## config.mk

```make
export PLATFORM = sky130hd
export DESIGN_NAME = sequence_reorder_buffer_unit_flat
export DESIGN_NICKNAME = d
export VERILOG_FILES = /design/src/design/srb_pkg.sv /design/src/design/srb_if.sv /design/src/design/sequence_reorder_buffer_unit.sv /design/src/flat_wrapper.sv
export SDC_FILE = /design/constraint.sdc
export NUM_CORES = 1
export LEC_CHECK = 0
export ABC_AREA = 1
export BUFFER_PORTS_ARGS = -buffer_cell sky130_fd_sc_hd__clkbuf_2
export CAP_MARGIN = 40
export CORE_MARGIN = 2
export CORE_UTILIZATION = 62
export DETAILED_ROUTE_END_ITERATION = 6
export PLACE_DENSITY = 0.8
export SLEW_MARGIN = 30
export SYNTH_ARGS = -nofsm -noshare
export SYNTH_HDL_FRONTEND = slang
export SYNTH_SLANG_ARGS = --single-unit
```

## constraint.sdc

```tcl
create_clock -name clk -period 8.4 [get_ports clk]
set_input_delay 2.52 -clock clk [delete_from_list [all_inputs] [get_ports clk]]
set_output_delay 2.52 -clock clk [all_outputs]
set_load 0.02 [all_outputs]
```

## src/design/srb_pkg.sv

```systemverilog
`timescale 1ns / 1ps
package srb_pkg;

	localparam int SEQ_W = 14;
	localparam int TAG_W = 16;
	localparam int LEN_W = 11;
	localparam int WIN_W = 13;

	localparam int MAX_PAYLOAD = 2045;

	localparam logic [1:0] REG_WINDOW = 2'd0;

	localparam logic [1:0] OP_ARRIVE  = 2'd0;
	localparam logic [1:0] OP_TX      = 2'd1;
	localparam logic [1:0] OP_DELIVER = 2'd2;

	localparam logic [1:0] PT_UNREL = 2'd0;
	localparam logic [1:0] PT_REL   = 2'd1;
	localparam logic [1:0] PT_ACK   = 2'd2;

	localparam logic [3:0] K_ACK_OK    = 4'd0;
	localparam logic [3:0] K_QUEUED    = 4'd1;
	localparam logic [3:0] K_STALE     = 4'd2;
	localparam logic [3:0] K_DUP       = 4'd3;
	localparam logic [3:0] K_STRAY     = 4'd4;
	localparam logic [3:0] K_SHORT     = 4'd5;
	localparam logic [3:0] K_FULL      = 4'd6;
	localparam logic [3:0] K_TX        = 4'd7;
	localparam logic [3:0] K_DELIVERED = 4'd8;
	localparam logic [3:0] K_GAP       = 4'd9;
	localparam logic [3:0] K_FREED     = 4'd10;
	localparam logic [3:0] K_NONE      = 4'd11;

	typedef struct packed {
		logic [1:0]       operation;
		logic [1:0]       pkt_type;
		logic [SEQ_W-1:0] pkt_seq;
		logic [LEN_W-1:0] frame_len;
		logic [TAG_W-1:0] buf_tag;
		logic [LEN_W-1:0] capacity;
	} req_t;

	typedef struct packed {
		logic [3:0]       out_kind;
		logic [SEQ_W-1:0] out_seq;
		logic [TAG_W-1:0] out_tag;
		logic [LEN_W-1:0] out_length;
		logic             send_ack;
		logic [15:0]      header_word;
		logic             last;
	} rsp_t;

	// Signed serial distance a - b in 14 bits.
	function automatic logic signed [SEQ_W-1:0] seq_dist(input logic [SEQ_W-1:0] a,
		input logic [SEQ_W-1:0] b);
		seq_dist = signed'(a - b);
	endfunction

endpackage

```

## src/design/srb_if.sv

```systemverilog
`timescale 1ns / 1ps
`default_nettype none
interface srb_req_if;
	logic          valid;
	logic          ready;
	srb_pkg::req_t payload;
	modport source (output valid, output payload, input ready);
	modport sink (input valid, input payload, output ready);
endinterface

interface srb_rsp_if;
	logic          valid;
	logic          ready;
	srb_pkg::rsp_t payload;
	modport source (output valid, output payload, input ready);
	modport sink (input valid, input payload, output ready);
endinterface
`default_nettype wire

```

## src/design/sequence_reorder_buffer_unit.sv

```systemverilog
// Steps: an arrive walks the queue from its tail (S_RD, S_CMP), then moves each displaced
// entry (S_SHRD, S_SHWR). A deliver frees each stale head, up to QUEUE_DEPTH of them, and
// shifts the entries behind it up (S_POP, S_SHWR), then scans the entries (S_HEAD, S_HEADC,
// S_OUT). A stalled result holds the scan in S_HEAD, but the shifts go on meanwhile.
// Throughput: one transaction at a time; the next is accepted after its last result leaves.
// Reset: arst_n clears count, send and expect sequences and sets the window to 3, not the queue.
`timescale 1ns / 1ps
`default_nettype none
module sequence_reorder_buffer_unit #(
	parameter int QUEUE_DEPTH = 16
) (
	input  wire logic        clk,
	input  wire logic        arst_n,
	srb_req_if.sink          req,
	srb_rsp_if.source        rsp,
	input  wire logic        psel,
	input  wire logic        penable,
	input  wire logic        pwrite,
	input  wire logic [1:0]  paddr,
	input  wire logic [31:0] pwdata,
	output logic      [31:0] prdata,
	output logic             pready
);
	localparam int IW = (QUEUE_DEPTH > 1) ? $clog2(QUEUE_DEPTH) : 1;
	localparam int CW = $clog2(QUEUE_DEPTH + 1);
	localparam int SW = srb_pkg::SEQ_W;
	localparam int EW = SW + 1 + srb_pkg::LEN_W + srb_pkg::TAG_W;
	localparam logic [CW-1:0] DEPTH_C = CW'(QUEUE_DEPTH);

	typedef enum logic [9:0] {
		S_IDLE  = 10'b0000000001,
		S_RD    = 10'b0000000010,
		S_CMP   = 10'b0000000100,
		S_DECI  = 10'b0000001000,
		S_SHRD  = 10'b0000010000,
		S_SHWR  = 10'b0000100000,
		S_HEAD  = 10'b0001000000,
		S_HEADC = 10'b0010000000,
		S_POP   = 10'b0100000000,
		S_OUT   = 10'b1000000000
	} st_t;

	typedef struct packed {
		logic [SW-1:0]             seq;
		logic                      rel;
		logic [srb_pkg::LEN_W-1:0] len;
		logic [srb_pkg::TAG_W-1:0] tag;
	} ent_t;

	st_t st_q;
	srb_pkg::req_t r_q;
	logic [CW-1:0] cnt_q, idx_q, pos_q;
	logic [SW-1:0] send_q, exp_q;
	logic [12:0] win_q;
	logic found_q, dup_q, pop_mode_q, after_q;
	logic [CW-1:0] nfree_q;
	ent_t mem_q [QUEUE_DEPTH];
	ent_t rd_q, hold_q;
	logic [IW-1:0] ra, wa;
	logic we;
	ent_t wd;
	srb_pkg::rsp_t out_q;
	logic out_v_q;

	assign pready = 1'b1;
	assign prdata = {19'd0, win_q};
	always_ff @(posedge clk or negedge arst_n) begin
		if (!arst_n) begin
			win_q <= 13'd3;
		end else if (psel && penable && pwrite && paddr == srb_pkg::REG_WINDOW) begin
			win_q <= pwdata[12:0];
		end
	end

	always_ff @(posedge clk) begin
		if (we) begin
			mem_q[wa] <= wd;
		end
		rd_q <= mem_q[ra];
	end

	assign req.ready = (st_q == S_IDLE) && !out_v_q;
	assign rsp.valid = out_v_q;
	assign rsp.payload = out_q;

	logic signed [SW-1:0] d_new, d_head;
	logic [srb_pkg::LEN_W-1:0] clip;
	assign d_new = srb_pkg::seq_dist(r_q.pkt_seq, rd_q.seq);
	assign d_head = srb_pkg::seq_dist(rd_q.seq, exp_q);
	assign clip = (rd_q.len > r_q.capacity) ? r_q.capacity : rd_q.len;

	always_comb begin
		ra = '0;
		we = 1'b0;
		wa = '0;
		wd = hold_q;
		unique case (st_q)
			S_RD:   ra = IW'(idx_q - 1'b1);
			S_SHRD: ra = IW'(idx_q - 1'b1);
			S_HEAD: ra = IW'(idx_q);
			S_POP:  ra = IW'(idx_q);
			default: ra = '0;
		endcase
		if (st_q == S_SHWR) begin
			we = 1'b1;
			if (pop_mode_q) begin
				wa = IW'(idx_q - 1'b1);
				wd = rd_q;
			end else if (idx_q == pos_q) begin
				wa = IW'(pos_q);
				wd = hold_q;
			end else begin
				wa = IW'(idx_q);
				wd = rd_q;
			end
		end
	end

	function automatic srb_pkg::rsp_t mk(input logic [3:0] k, input logic [SW-1:0] s,
		input logic [15:0] t, input logic [10:0] l, input logic a, input logic [15:0] h,
		input logic lst);
		srb_pkg::rsp_t o;
		o.out_kind = k;
		o.out_seq = s;
		o.out_tag = t;
		o.out_length = l;
		o.send_ack = a;
		o.header_word = h;
		o.last = lst;
		return o;
	endfunction

	logic rel_in;
	logic [15:0] ack_hdr;
	assign rel_in = (r_q.pkt_type == srb_pkg::PT_REL);
	assign ack_hdr = rel_in ? {srb_pkg::PT_ACK, r_q.pkt_seq} : 16'd0;

	always_ff @(posedge clk or negedge arst_n) begin
		if (!arst_n) begin
			st_q <= S_IDLE;
			cnt_q <= '0;
			send_q <= '0;
			exp_q <= '0;
			out_v_q <= 1'b0;
			idx_q <= '0;
			pos_q <= '0;
			found_q <= 1'b0;
			dup_q <= 1'b0;
			pop_mode_q <= 1'b0;
			after_q <= 1'b0;
			nfree_q <= '0;
		end else begin
			if (out_v_q && rsp.ready) begin
				out_v_q <= 1'b0;
			end
			unique case (st_q)
				S_IDLE: begin
					if (req.valid && req.ready) begin
						r_q <= req.payload;
						nfree_q <= '0;
						unique case (req.payload.operation)
							srb_pkg::OP_ARRIVE: begin
								if (req.payload.frame_len < 11'd2) begin
									out_q <= mk(srb_pkg::K_SHORT, req.payload.pkt_seq,
										req.payload.buf_tag, '0, 1'b0, '0, 1'b1);
									out_v_q <= 1'b1;
								end else if (req.payload.pkt_type == srb_pkg::PT_ACK) begin
									out_q <= mk((req.payload.pkt_seq == send_q) ?
										srb_pkg::K_ACK_OK : srb_pkg::K_STRAY,
										req.payload.pkt_seq, '0, '0, 1'b0, '0, 1'b1);
									out_v_q <= 1'b1;
								end else begin
									idx_q <= cnt_q;
									found_q <= 1'b0;
									pos_q <= '0;
									st_q <= S_RD;
								end
							end
							srb_pkg::OP_TX: begin
								out_q <= mk(srb_pkg::K_TX, send_q + 1'b1, '0, '0, 1'b0,
									{(req.payload.pkt_type == srb_pkg::PT_REL) ?
									srb_pkg::PT_REL : srb_pkg::PT_UNREL,
									SW'(send_q + 1'b1)}, 1'b1);
								send_q <= send_q + 1'b1;
								out_v_q <= 1'b1;
							end
							srb_pkg::OP_DELIVER: begin
								idx_q <= '0;
								st_q <= S_HEAD;
							end
							default: ;
						endcase
					end
				end
				S_RD: begin
					if (srb_pkg::seq_dist(r_q.pkt_seq, exp_q) <= 0) begin
						out_q <= mk(srb_pkg::K_STALE, r_q.pkt_seq, r_q.buf_tag, '0,
							rel_in, ack_hdr, 1'b1);
						out_v_q <= 1'b1;
						st_q <= S_IDLE;
					end else if (idx_q == '0) begin
						st_q <= S_DECI;
					end else begin
						st_q <= S_CMP;
					end
				end
				S_CMP: begin
					if (d_new >= 0) begin
						pos_q <= idx_q;
						dup_q <= (rd_q.seq == r_q.pkt_seq);
						found_q <= 1'b1;
						st_q <= S_DECI;
					end else begin
						idx_q <= idx_q - 1'b1;
						st_q <= (idx_q == CW'(1)) ? S_DECI : S_RD;
					end
				end
				S_DECI: begin
					if (found_q && dup_q) begin
						out_q <= mk(srb_pkg::K_DUP, r_q.pkt_seq, r_q.buf_tag, '0,
							rel_in, ack_hdr, 1'b1);
						out_v_q <= 1'b1;
						st_q <= S_IDLE;
					end else if (cnt_q >= DEPTH_C) begin
						out_q <= mk(srb_pkg::K_FULL, r_q.pkt_seq, r_q.buf_tag, '0,
							rel_in, ack_hdr, 1'b1);
						out_v_q <= 1'b1;
						st_q <= S_IDLE;
					end else begin
						hold_q <= '{seq: r_q.pkt_seq, rel: rel_in,
							len: r_q.frame_len - 11'd2, tag: r_q.buf_tag};
						pop_mode_q <= 1'b0;
						idx_q <= cnt_q;
						st_q <= (cnt_q == pos_q) ? S_SHWR : S_SHRD;
					end
				end
				S_SHRD: st_q <= S_SHWR;
				S_SHWR: begin
					if (pop_mode_q) begin
						if (idx_q == cnt_q) begin
							cnt_q <= cnt_q - 1'b1;
							st_q <= after_q ? S_IDLE : S_HEAD;
							idx_q <= '0;
						end else begin
							idx_q <= idx_q + 1'b1;
							st_q <= S_POP;
						end
					end else if (idx_q == pos_q) begin
						cnt_q <= cnt_q + 1'b1;
						out_q <= mk(srb_pkg::K_QUEUED, r_q.pkt_seq, r_q.buf_tag, '0,
							rel_in, ack_hdr, 1'b1);
						out_v_q <= 1'b1;
						st_q <= S_IDLE;
					end else begin
						idx_q <= idx_q - 1'b1;
						st_q <= (idx_q - 1'b1 == pos_q) ? S_SHWR : S_SHRD;
					end
				end
				S_POP: st_q <= S_SHWR;
				S_HEAD: begin
					if (out_v_q) begin
						st_q <= S_HEAD;
					end else if (idx_q >= cnt_q) begin
						out_q <= mk(srb_pkg::K_NONE, exp_q, '0, '0, 1'b0, '0, 1'b1);
						out_v_q <= 1'b1;
						st_q <= S_IDLE;
					end else begin
						st_q <= S_HEADC;
					end
				end
				S_HEADC: begin
					if (idx_q == '0 && d_head <= 0 && nfree_q < DEPTH_C) begin
						out_q <= mk(srb_pkg::K_FREED, rd_q.seq, rd_q.tag, '0, 1'b0, '0, 1'b0);
						out_v_q <= 1'b1;
						nfree_q <= nfree_q + 1'b1;
						pop_mode_q <= 1'b1;
						after_q <= 1'b0;
						idx_q <= CW'(1);
						st_q <= (cnt_q == CW'(1)) ? S_SHWR : S_POP;
					end else if (idx_q == '0 && d_head == 1) begin
						out_q <= mk(srb_pkg::K_DELIVERED, rd_q.seq, rd_q.tag, clip, 1'b0,
							'0, 1'b1);
						out_v_q <= 1'b1;
						exp_q <= exp_q + 1'b1;
						pop_mode_q <= 1'b1;
						after_q <= 1'b1;
						idx_q <= CW'(1);
						st_q <= (cnt_q == CW'(1)) ? S_SHWR : S_POP;
					end else if (rd_q.rel || d_head >= signed'({1'b0, win_q})) begin
						out_q <= mk(srb_pkg::K_GAP, exp_q + 1'b1, '0, '0, 1'b0, '0, 1'b1);
						out_v_q <= 1'b1;
						exp_q <= exp_q + 1'b1;
						st_q <= S_IDLE;
					end else begin
						idx_q <= idx_q + 1'b1;
						st_q <= S_OUT;
					end
				end
				S_OUT: st_q <= S_HEAD;
				default: st_q <= S_IDLE;
			endcase
		end
	end
endmodule
`default_nettype wire

```

## src/flat_wrapper.sv

```systemverilog
// flat-port wrapper written by rule: the top's interface ports become plain ports
module sequence_reorder_buffer_unit_flat 
#(
	parameter int QUEUE_DEPTH = 16
)
  (clk, arst_n, psel, penable, pwrite, paddr, pwdata, prdata, pready, req_valid, req_payload, req_ready, rsp_valid, rsp_payload, rsp_ready);
  srb_req_if req_i ();
  srb_rsp_if rsp_i ();
  input  wire logic clk;
  input  wire logic arst_n;
  input  wire logic psel;
  input  wire logic penable;
  input  wire logic pwrite;
  input  wire logic [1:0] paddr;
  input  wire logic [31:0] pwdata;
  output logic      [31:0] prdata;
  output logic pready;
  input wire logic [$bits(req_i.valid)-1:0] req_valid;
  input wire logic [$bits(req_i.payload)-1:0] req_payload;
  output wire logic [$bits(req_i.ready)-1:0] req_ready;
  output wire logic [$bits(rsp_i.valid)-1:0] rsp_valid;
  output wire logic [$bits(rsp_i.payload)-1:0] rsp_payload;
  input wire logic [$bits(rsp_i.ready)-1:0] rsp_ready;
  assign req_i.valid = req_valid;
  assign req_i.payload = req_payload;
  assign req_ready = req_i.ready;
  assign rsp_valid = rsp_i.valid;
  assign rsp_payload = rsp_i.payload;
  assign rsp_i.ready = rsp_ready;
  sequence_reorder_buffer_unit #(.QUEUE_DEPTH(QUEUE_DEPTH)) u_core (.clk(clk), .arst_n(arst_n), .req(req_i), .rsp(rsp_i), .psel(psel), .penable(penable), .pwrite(pwrite), .paddr(paddr), .pwdata(pwdata), .prdata(prdata), .pready(pready));
endmodule
```

==> key figures, run 1 <==
Yosys
  – Flip-flop and latch count after synthesis: 948
  – Synthesized area per cell: 10.6 um2
  – Ys flop type: edfxtp_1
  – Async SR Flop Fraction: 8.02%
  – Unique cell type count in the Yosys netlist: 62
  – Seq/Total Area, Yosys: 63.6%
  – Synthesized instance count: 4,107
  – Synth warnings: 0
  – Synthesized cell area: 43,500 um2
  – Post-synth EDFFs: 830

Power and ir drop
  – Leakage power: 0.0202 uW
  – PwrDens: 246 nW/um2
  – Worst VDD drop: 0.170 mV

Timing
  – Highest clock rate: 201 MHz
  – Tcrit/Tclk final: 59.1%
  – Setup Skew: 0.0402 ns
  – Min Tclk post-route: 4.97 ns
  – RSZ-0062 raised after global routing: false
  – Final Max Slew Viols: 0
  – Hold Vio Cnt, Final: 0
  – Worst Tran Pin Value: 0.945 ns
  – Setup violations, final: 0
  – Slew headroom: 37.0%
  – Hold_ws: 0.422 ns
  – TNS Setup: 0 ns

Global route
  – Initial antenna violation count: 0
  – First-pass GRT wire length: 167,000 um
  – Largest net degree at the start of global routing: 217
  – Congestion Overflow GR: 0
  – Vias in the first global route: 29,700
  – Global-route usage over all layers: 30.4%

CTS
  – Clk root buf: clkbuf_16
  – Hold bufs inserted after CTS: 0
  – Clock Latency Late Sink: 0.68 ns
  – CTS sink count: 948
  – Total setup buffers inserted after CTS: 0
  – # resized after CTS: 0
  – CTS tree: done
  – CTS buffer count: 93
  – H-tree depth: 3
  – CTS clk-pin slew, worst paths: 0.06 ns
  – Clock buffer depth: 3

Routing
  – Via/cell ratio: 5.90
  – Drt pass-1 iters: 7
  – Via count: 31,100
  – Routed Antenna Nets: 0
  – WL/cell: 21.0 um
  – Detailed Route Iter0 Violations: 3,685
  – Final wirelength: 111,000 um
  – DRC Markers: 2

Place
  – Number of port buffers: 155
  – GPL Wtd Cong: 0.954
  – Half-perimeter wire length after placement: 63,400 um
  – Cells after DPL: 5,095

Job
  – Max Cap Viol: 0

Die
  – Die Span Y: 269 um
  – Die Wd: 269 um
  – # IOs: 195
  – Row count: 97
  – DIE AREA: 72,300 um2
  – Total core area: 69,800 um2
  – Initial Utilization: 62.3%

Worst hold path
  – HP Start: u_core.r_q[27]
  – HP Class: reg -> reg

Setup path
  – Worst-path fanout max: 12
  – Worst r2r src: u_core.st_q[8]
  – Critical Path Start: u_core.st_q[8]
  – Critical Path Start Type: register
  – Worst setup EP type: output pin
  – Worst Path Required: 5.88 ns
  – Worst path arrival time: 2.45 ns
  – Worst setup path class: reg -> out

Finish
  – Non-filler cells, final: 5,275
  – Multi-input logic area: 13,100 um2
  – Proportion of layout cells with a drive suffix above 1: 11.4%
  – Antenna diodes: 0
  – Fill cells: 4,706
  – Register Area: 27,700 um2
  – Synth-to-Final Area Change: 11.6%
  – Nets@finish: 4,432

Run status
  – Violated checks: DRC
  – Outcome: finished, violations left
-- where the power goes --
part / internal (uW) / total (uW) / leakage [uW] / switching (uW)
registers: 5320 / 5480 / 0.00884 / 165
logic: 671 / 2220 / 0.00982 / 1550
clock network: 2410 / 4220 / 0.00151 / 1820
total: 8400 / 11900 / 0.0202 / 3530
-- cell usage in the layout, fill, tap and decap left out, drive strengths merged, types with 4 or more instances in the layout --
cell      netlist  routed
buf           107      81
a31oi           6       6
dfxtp          42      42
conb            2      20
o221ai          4       4
a22oi          16      16
ha             78      78
mux2           83      83
a32oi          16      16
nand4          67      67
xnor2          15      15
nor2          155     155
edfxtp        830     830
xor2           46      46
a211oi         14      14
bufinv          0       9
a21oi         116     116
clkinv          5      44
o22ai          11      11
nand2        1031    1031
o21ai         376     376
inv           509     514
nand3b          5       5
o31ai           4       4
nor3           28      28
dfrtp          73      73
nand3         317     317
clkinvlp        0       4
nor4            9       9
a221oi          4       4
o2111ai         4       4
clkbuf         94     273
or2            13      13
-- worst paths after layout --
kind                                         to  slack, ns  depth (start not counted)
setup / recovery                      req_ready       3.43                          4
hold / removal                u_core.hold_q[16]       0.42                          0
setup reg to reg           u_core.mem_q[13][36]       4.14                          8
hold reg to reg               u_core.hold_q[16]       0.42                          0
max in group asynchronous      u_core.exp_q[11]       5.54                          2
min in group asynchronous     u_core.nfree_q[0]       1.81                          1
-- metrics by stage --
step	total power [uW]	cell area (um2)	util, %	setup WS [ns]
after floorplan	7090	43600	-	0.0299
after global placement	7630	45100	64.7	2.92
after detailed placement	7730	45300	64.9	3.41
after CTS	11900	48400	69.4	3.48
after global routing	12400	48500	69.5	3.36
final	11900	48500	69.5	3.43
-- logic make-up (layout without fill, tap and decap cells) --
| logic type | after synthesis | count (layout) | synth area share, % |
|---|---|---|---|
| other | 2 | 20 | 0.0173 |
| multiplexers | 83 | 83 | 2.49 |
| AND/OR/NAND/NOR | 1631 | 1631 | 16.0 |
| adder cells (fa/ha/maj) | 80 | 80 | 2.34 |
| flip-flops | 948 | 948 | 63.6 |
| AO/OA/AOI/OAI | 587 | 587 | 7.39 |
| buffers and inverters | 715 | 925 | 6.97 |
| XOR/XNOR | 61 | 61 | 1.23 |
-- synth_stat cells, types with 4 or more instances --
master / n / area [um2]
a211oi_1: 14 / 105
a21oi_1: 116 / 581
a221oi_1: 4 / 35.0
a22oi_1: 16 / 120
a31oi_1: 6 / 37.5
a32oi_1: 16 / 140
buf_1: 12 / 45.0
buf_2: 37 / 185
buf_4: 35 / 263
buf_6: 23 / 259
clkbuf_1: 94 / 353
clkinv_1: 5 / 18.8
dfrtp_1: 73 / 1830
dfxtp_1: 42 / 841
edfxtp_1: 830 / 24900
ha_1: 78 / 976
inv_1: 500 / 1880
inv_2: 9 / 33.8
mux2_1: 40 / 450
mux2_4: 40 / 601
nand2_1: 1025 / 3850
nand3_1: 314 / 1570
nand3b_1: 5 / 37.5
nand4_1: 66 / 413
nor2_1: 145 / 544
nor2_2: 7 / 43.8
nor3_1: 26 / 130
nor4_1: 8 / 50.1
o2111ai_1: 4 / 35.0
o21ai_0: 280 / 1400
o21ai_1: 95 / 475
o221ai_1: 4 / 35.0
o22ai_1: 9 / 56.3
o31ai_1: 4 / 30.0
or2_2: 13 / 81.3
xnor2_1: 15 / 131
xor2_1: 46 / 403
-- routing by layer --
layer	track usage [%]	wire [um]
met5	0	0
met4	13.2	4190
met3	4.62	10800
met2	50.1	53600
met1	40.3	42200
-- state kept, by name, summed over array words and instances (netlist names) --
register            flops
u_core.exp_q           14
u_core.dup_q            1
u_core.hold_q          42
u_core.mem_q          672
u_core.pos_q            5
u_core.rsp.valid        1
u_core.idx_q            5
u_core.nfree_q          5
u_core.rd_q            42
u_core.send_q          14
u_core.found_q          1
u_core.after_q          1
u_core.win_q           13
u_core.pop_mode_q       1
u_core.cnt_q            5
u_core.st_q            10
u_core.r_q             54
u_core.rsp.payload     62
-- layout make-up --
cell class | instances | share of cell area (%)
Clock buffer | 118 | 5.14
Clock inverter | 57 | 1.28
Multi-Input combinational cell | 2462 | 26.9
Tap cell | 940 | 2.42
Timing Repair Buffer | 236 | 3.24
Inverter | 514 | 3.99
Sequential cell | 948 | 57.0
-- critical path, cell delays in order (launching register included) --
cell and delay, ns:
dfrtp_1 0.43, nor2_2 0.49, nand4_1 0.47, nor2_1 0.21, clkbuf_2 0.20
Note: power is estimated with default switching activity, not from simulation.
==> run 2: changes to the inputs <==
--- a/config.mk
+++ b/config.mk
@@ -9,9 +9,9 @@
 export BUFFER_PORTS_ARGS = -buffer_cell sky130_fd_sc_hd__clkbuf_2
 export CAP_MARGIN = 40
 export CORE_MARGIN = 2
-export CORE_UTILIZATION = 62
+export CORE_UTILIZATION = 56
 export DETAILED_ROUTE_END_ITERATION = 6
-export PLACE_DENSITY = 0.8
+export PLACE_DENSITY = 0.76
 export SLEW_MARGIN = 30
 export SYNTH_ARGS = -nofsm -noshare
 export SYNTH_HDL_FRONTEND = slang
==> constraint.sdc (replaced) <==
create_clock -name clk -period 4.11 [get_ports clk]
set_input_delay 1.233 -clock clk [delete_from_list [all_inputs] [get_ports clk]]
set_output_delay 1.233 -clock clk [all_outputs]
set_load 0.02 [all_outputs]
==> run 2 against run 1 <==
Clock power up 110%. Sequential share of layout area down 0.76 points. Highest routed layer unchanged. Cell count up 2.3%. Die area up 11%. Largest cell class unchanged. Global-route usage down 3.2 points. Non-clock buffer count up 15. Via count down 1.5%. Critical path depth up 21. Largest power group unchanged. The run now ends clean. Combinational power up 110%.
==> key figures, run 2 (same netlist as run 1, synthesis figures left out) <==
Run status
  – Outcome: complete, no violations

Global route
  – Initial antenna violation count: 0 (unchanged)
  – Global-route usage over all layers: 27.2% (-3.2 points)
  – Vias in the first global route: 29,100 (-1.8%)
  – Largest net degree at the start of global routing: 157 (-28%)
  – First-pass GRT wire length: 165,000 um (-1.1%)
  – Congestion Overflow GR: 0 (unchanged)

CTS
  – CTS clk-pin slew, worst paths: 0.06 ns (about the same)
  – Clock Latency Late Sink: 0.67 ns (about the same)
  – CTS tree: done
  – CTS sink count: 948 (unchanged)
  – Hold bufs inserted after CTS: 0 (unchanged)
  – Clk root buf: clkbuf_16
  – H-tree depth: 3 (unchanged)
  – CTS buffer count: 96 (+3.2%)
  – Total setup buffers inserted after CTS: 0 (unchanged)
  – Clock buffer depth: 3 (unchanged)

Die
  – Die Wd: 283 um (+5.1%)
  – Initial Utilization: 56.3% (-6.0 points)
  – Total core area: 77,200 um2 (+11%)
  – DIE AREA: 79,900 um2 (+11%)
  – # IOs: 195 (unchanged)
  – Die Span Y: 283 um (+5.1%)
  – Row count: 102 (+5.2%)

Finish
  – Most frequent cells in the layout: 1,024 x nand2_1, 830 x edfxtp_1, 500 x inv_1
  – Fill cells: 5,727 (+22%)
  – Nets@finish: 4,450 (+0.41%)
  – Non-filler cells, final: 5,397 (+2.3%)
  – Core Util, Final: 63.7% (-5.8 points)
  – Most flops, register: u_core.mem_q
  – Synth-to-Final Area Change: 13.1%
  – Max reg flops: 672 (unchanged)
  – Most common cell after layout, fill and taps aside: nand2_1
  – Proportion of layout cells with a drive suffix above 1: 11.9% (+0.56 points)
  – Antenna diodes: 0 (unchanged)

Timing
  – Setup violations, final: 0 (unchanged)
  – TNS Setup: 0 ns (unchanged)
  – Hold Vio Cnt, Final: 0 (unchanged)
  – Tcrit/Tclk final: 92.7%
  – Highest clock rate: 263 MHz
  – Worst Tran Pin Value: 0.868 ns (-0.0774 ns)
  – Min Tclk post-route: 3.81 ns
  – Final Max Slew Viols: 0 (unchanged)
  – Slew headroom: 42.1% (+5.2 points)
  – Setup Skew: 0.0516 ns (+0.0115 ns)
  – RSZ-0062 raised after global routing: false

Power and ir drop
  – PwrDens: 500 nW/um2 (+100%)
  – Leakage power: 0.0204 uW (+1.0%)
  – Worst VDD drop: 0.384 mV (+130%)

Setup path
  – Worst setup path class: reg -> reg
  – Worst path arrival time: 4.19 ns (+1.74 ns)
  – Worst Path Required: 4.49 ns (-1.39 ns)
  – Worst-path fanout max: 27 (+15)
  – Worst setup EP type: register
  – Critical Path Start Type: register

Routing
  – Routed Antenna Nets: 0 (unchanged)
  – DRC Markers: 0 (-2)
  – WL/cell: 20.3 um (-3.4%)
  – Via/cell ratio: 5.68 (-3.7%)
  – Detailed Route Iter0 Violations: 3,531 (-4.2%)
  – Final wirelength: 110,000 um (-1.1%)
  – Via count: 30,700 (-1.5%)
  – Drt pass-1 iters: 7 (unchanged)

Place
  – GPL Wtd Cong: 0.937 (-1.8%)
  – Half-perimeter wire length after placement: 63,100 um (-0.50%)
  – Cells after DPL: 5,212 (+2.3%)
  – Number of port buffers: 155 (unchanged)

Worst hold path
  – HP Class: reg -> reg

Job
  – Max Cap Viol: 0 (unchanged)
run 2: cell types whose count changed in the layout (fill, tap and decap cells not counted), moves of 3 or more:
cell	change
clkbuf_8	+8
clkbuf_1	+10
buf_12	+28
buf_4	-6
buf_16	-3
clkinv_1	-11
clkbuf_16	+4
run 2: through the flow:
step / cell area (um2) / setup WS, ns / power, uW / hold slack, ns
2_1_floorplan: 43600 / 0.195 / 14500 / 0.400
3_3_place_gp: 45900 / 0.324 / 15700 / 0.406
3_5_place_dp: 45900 / 0.300 / 15800 / 0.417
4_1_cts: 49100 / 0.320 / 24600 / 0.417
5_1_grt: 49200 / 0.0152 / 25600 / 0.433
6_report: 49200 / 0.301 / 24600 / 0.437
run 2: repair_timing:
action | in CTS | in global routing
gates resized for setup | 0 | 4
endpoints found under the setup margin | 0 | 62
endpoints found under the hold margin | 0 | 0
run 2: area by class of cell:
class                      instances  area, um2  area share [%]
tap                             1040       1300            2.65
inverter                         514       1930            3.93
clock inverter                    41        484           0.985
clock buffer                     141       2760            5.60
sequential                       948      27700            56.3
timing repair buffer             251       1950            3.97
multi-input combinational       2462      13100            26.6
run 2: layer usage:
metal	vias up	GRT usage [%]	share of wire (%)
met3	265	3.66	7.8
met2	1383	45.2	48
met5	-	0	0
met4	0	10.0	3.3
li1	14300	-	-
met1	14700	36.6	41
run 2: path summary, 6_finish.rpt:
path                            startpoint                     end  slack, ns  depth (start not counted)
setup reg to reg           u_core.exp_q[0]  u_core.rsp.payload[43]       0.30                         25
hold / removal              u_core.r_q[27]       u_core.hold_q[16]       0.44                          0
setup / recovery           u_core.exp_q[0]  u_core.rsp.payload[43]       0.30                         25
hold reg to reg             u_core.r_q[27]       u_core.hold_q[16]       0.44                          0
min in group asynchronous           arst_n         u_core.exp_q[1]       0.45                          1
max in group asynchronous           arst_n         u_core.win_q[0]       2.70                          3
run 2: power breakdown:
group	internal [uW]	leakage, uW	switching (uW)
clock	5130	0.00158	3710
combinational	1420	0.00996	3140
sequential	10900	0.00884	331
total	17400	0.0204	7180
run 2: critical path: stages, from the launching register on:
cell and delay, ns:
dfrtp_1 0.44, ha_1 0.25, fa_1 0.41, inv_1 0.12, nand3_1 0.09, nand2_1 0.14, nand2_1 0.08, nand2_1 0.06
nand2_1 0.05, nand2_1 0.10, inv_1 0.05, ha_1 0.26, nand2_1 0.08, o21ai_1 0.09, nand2_1 0.07, nand2_1 0.05
a21oi_1 0.16, nand2_1 0.07, nand2_1 0.07, nand2_1 0.05, nand2_1 0.07, nand2_1 0.09, nor2_2 0.15, nand3_1 0.10
and3_4 0.21, buf_12 0.16
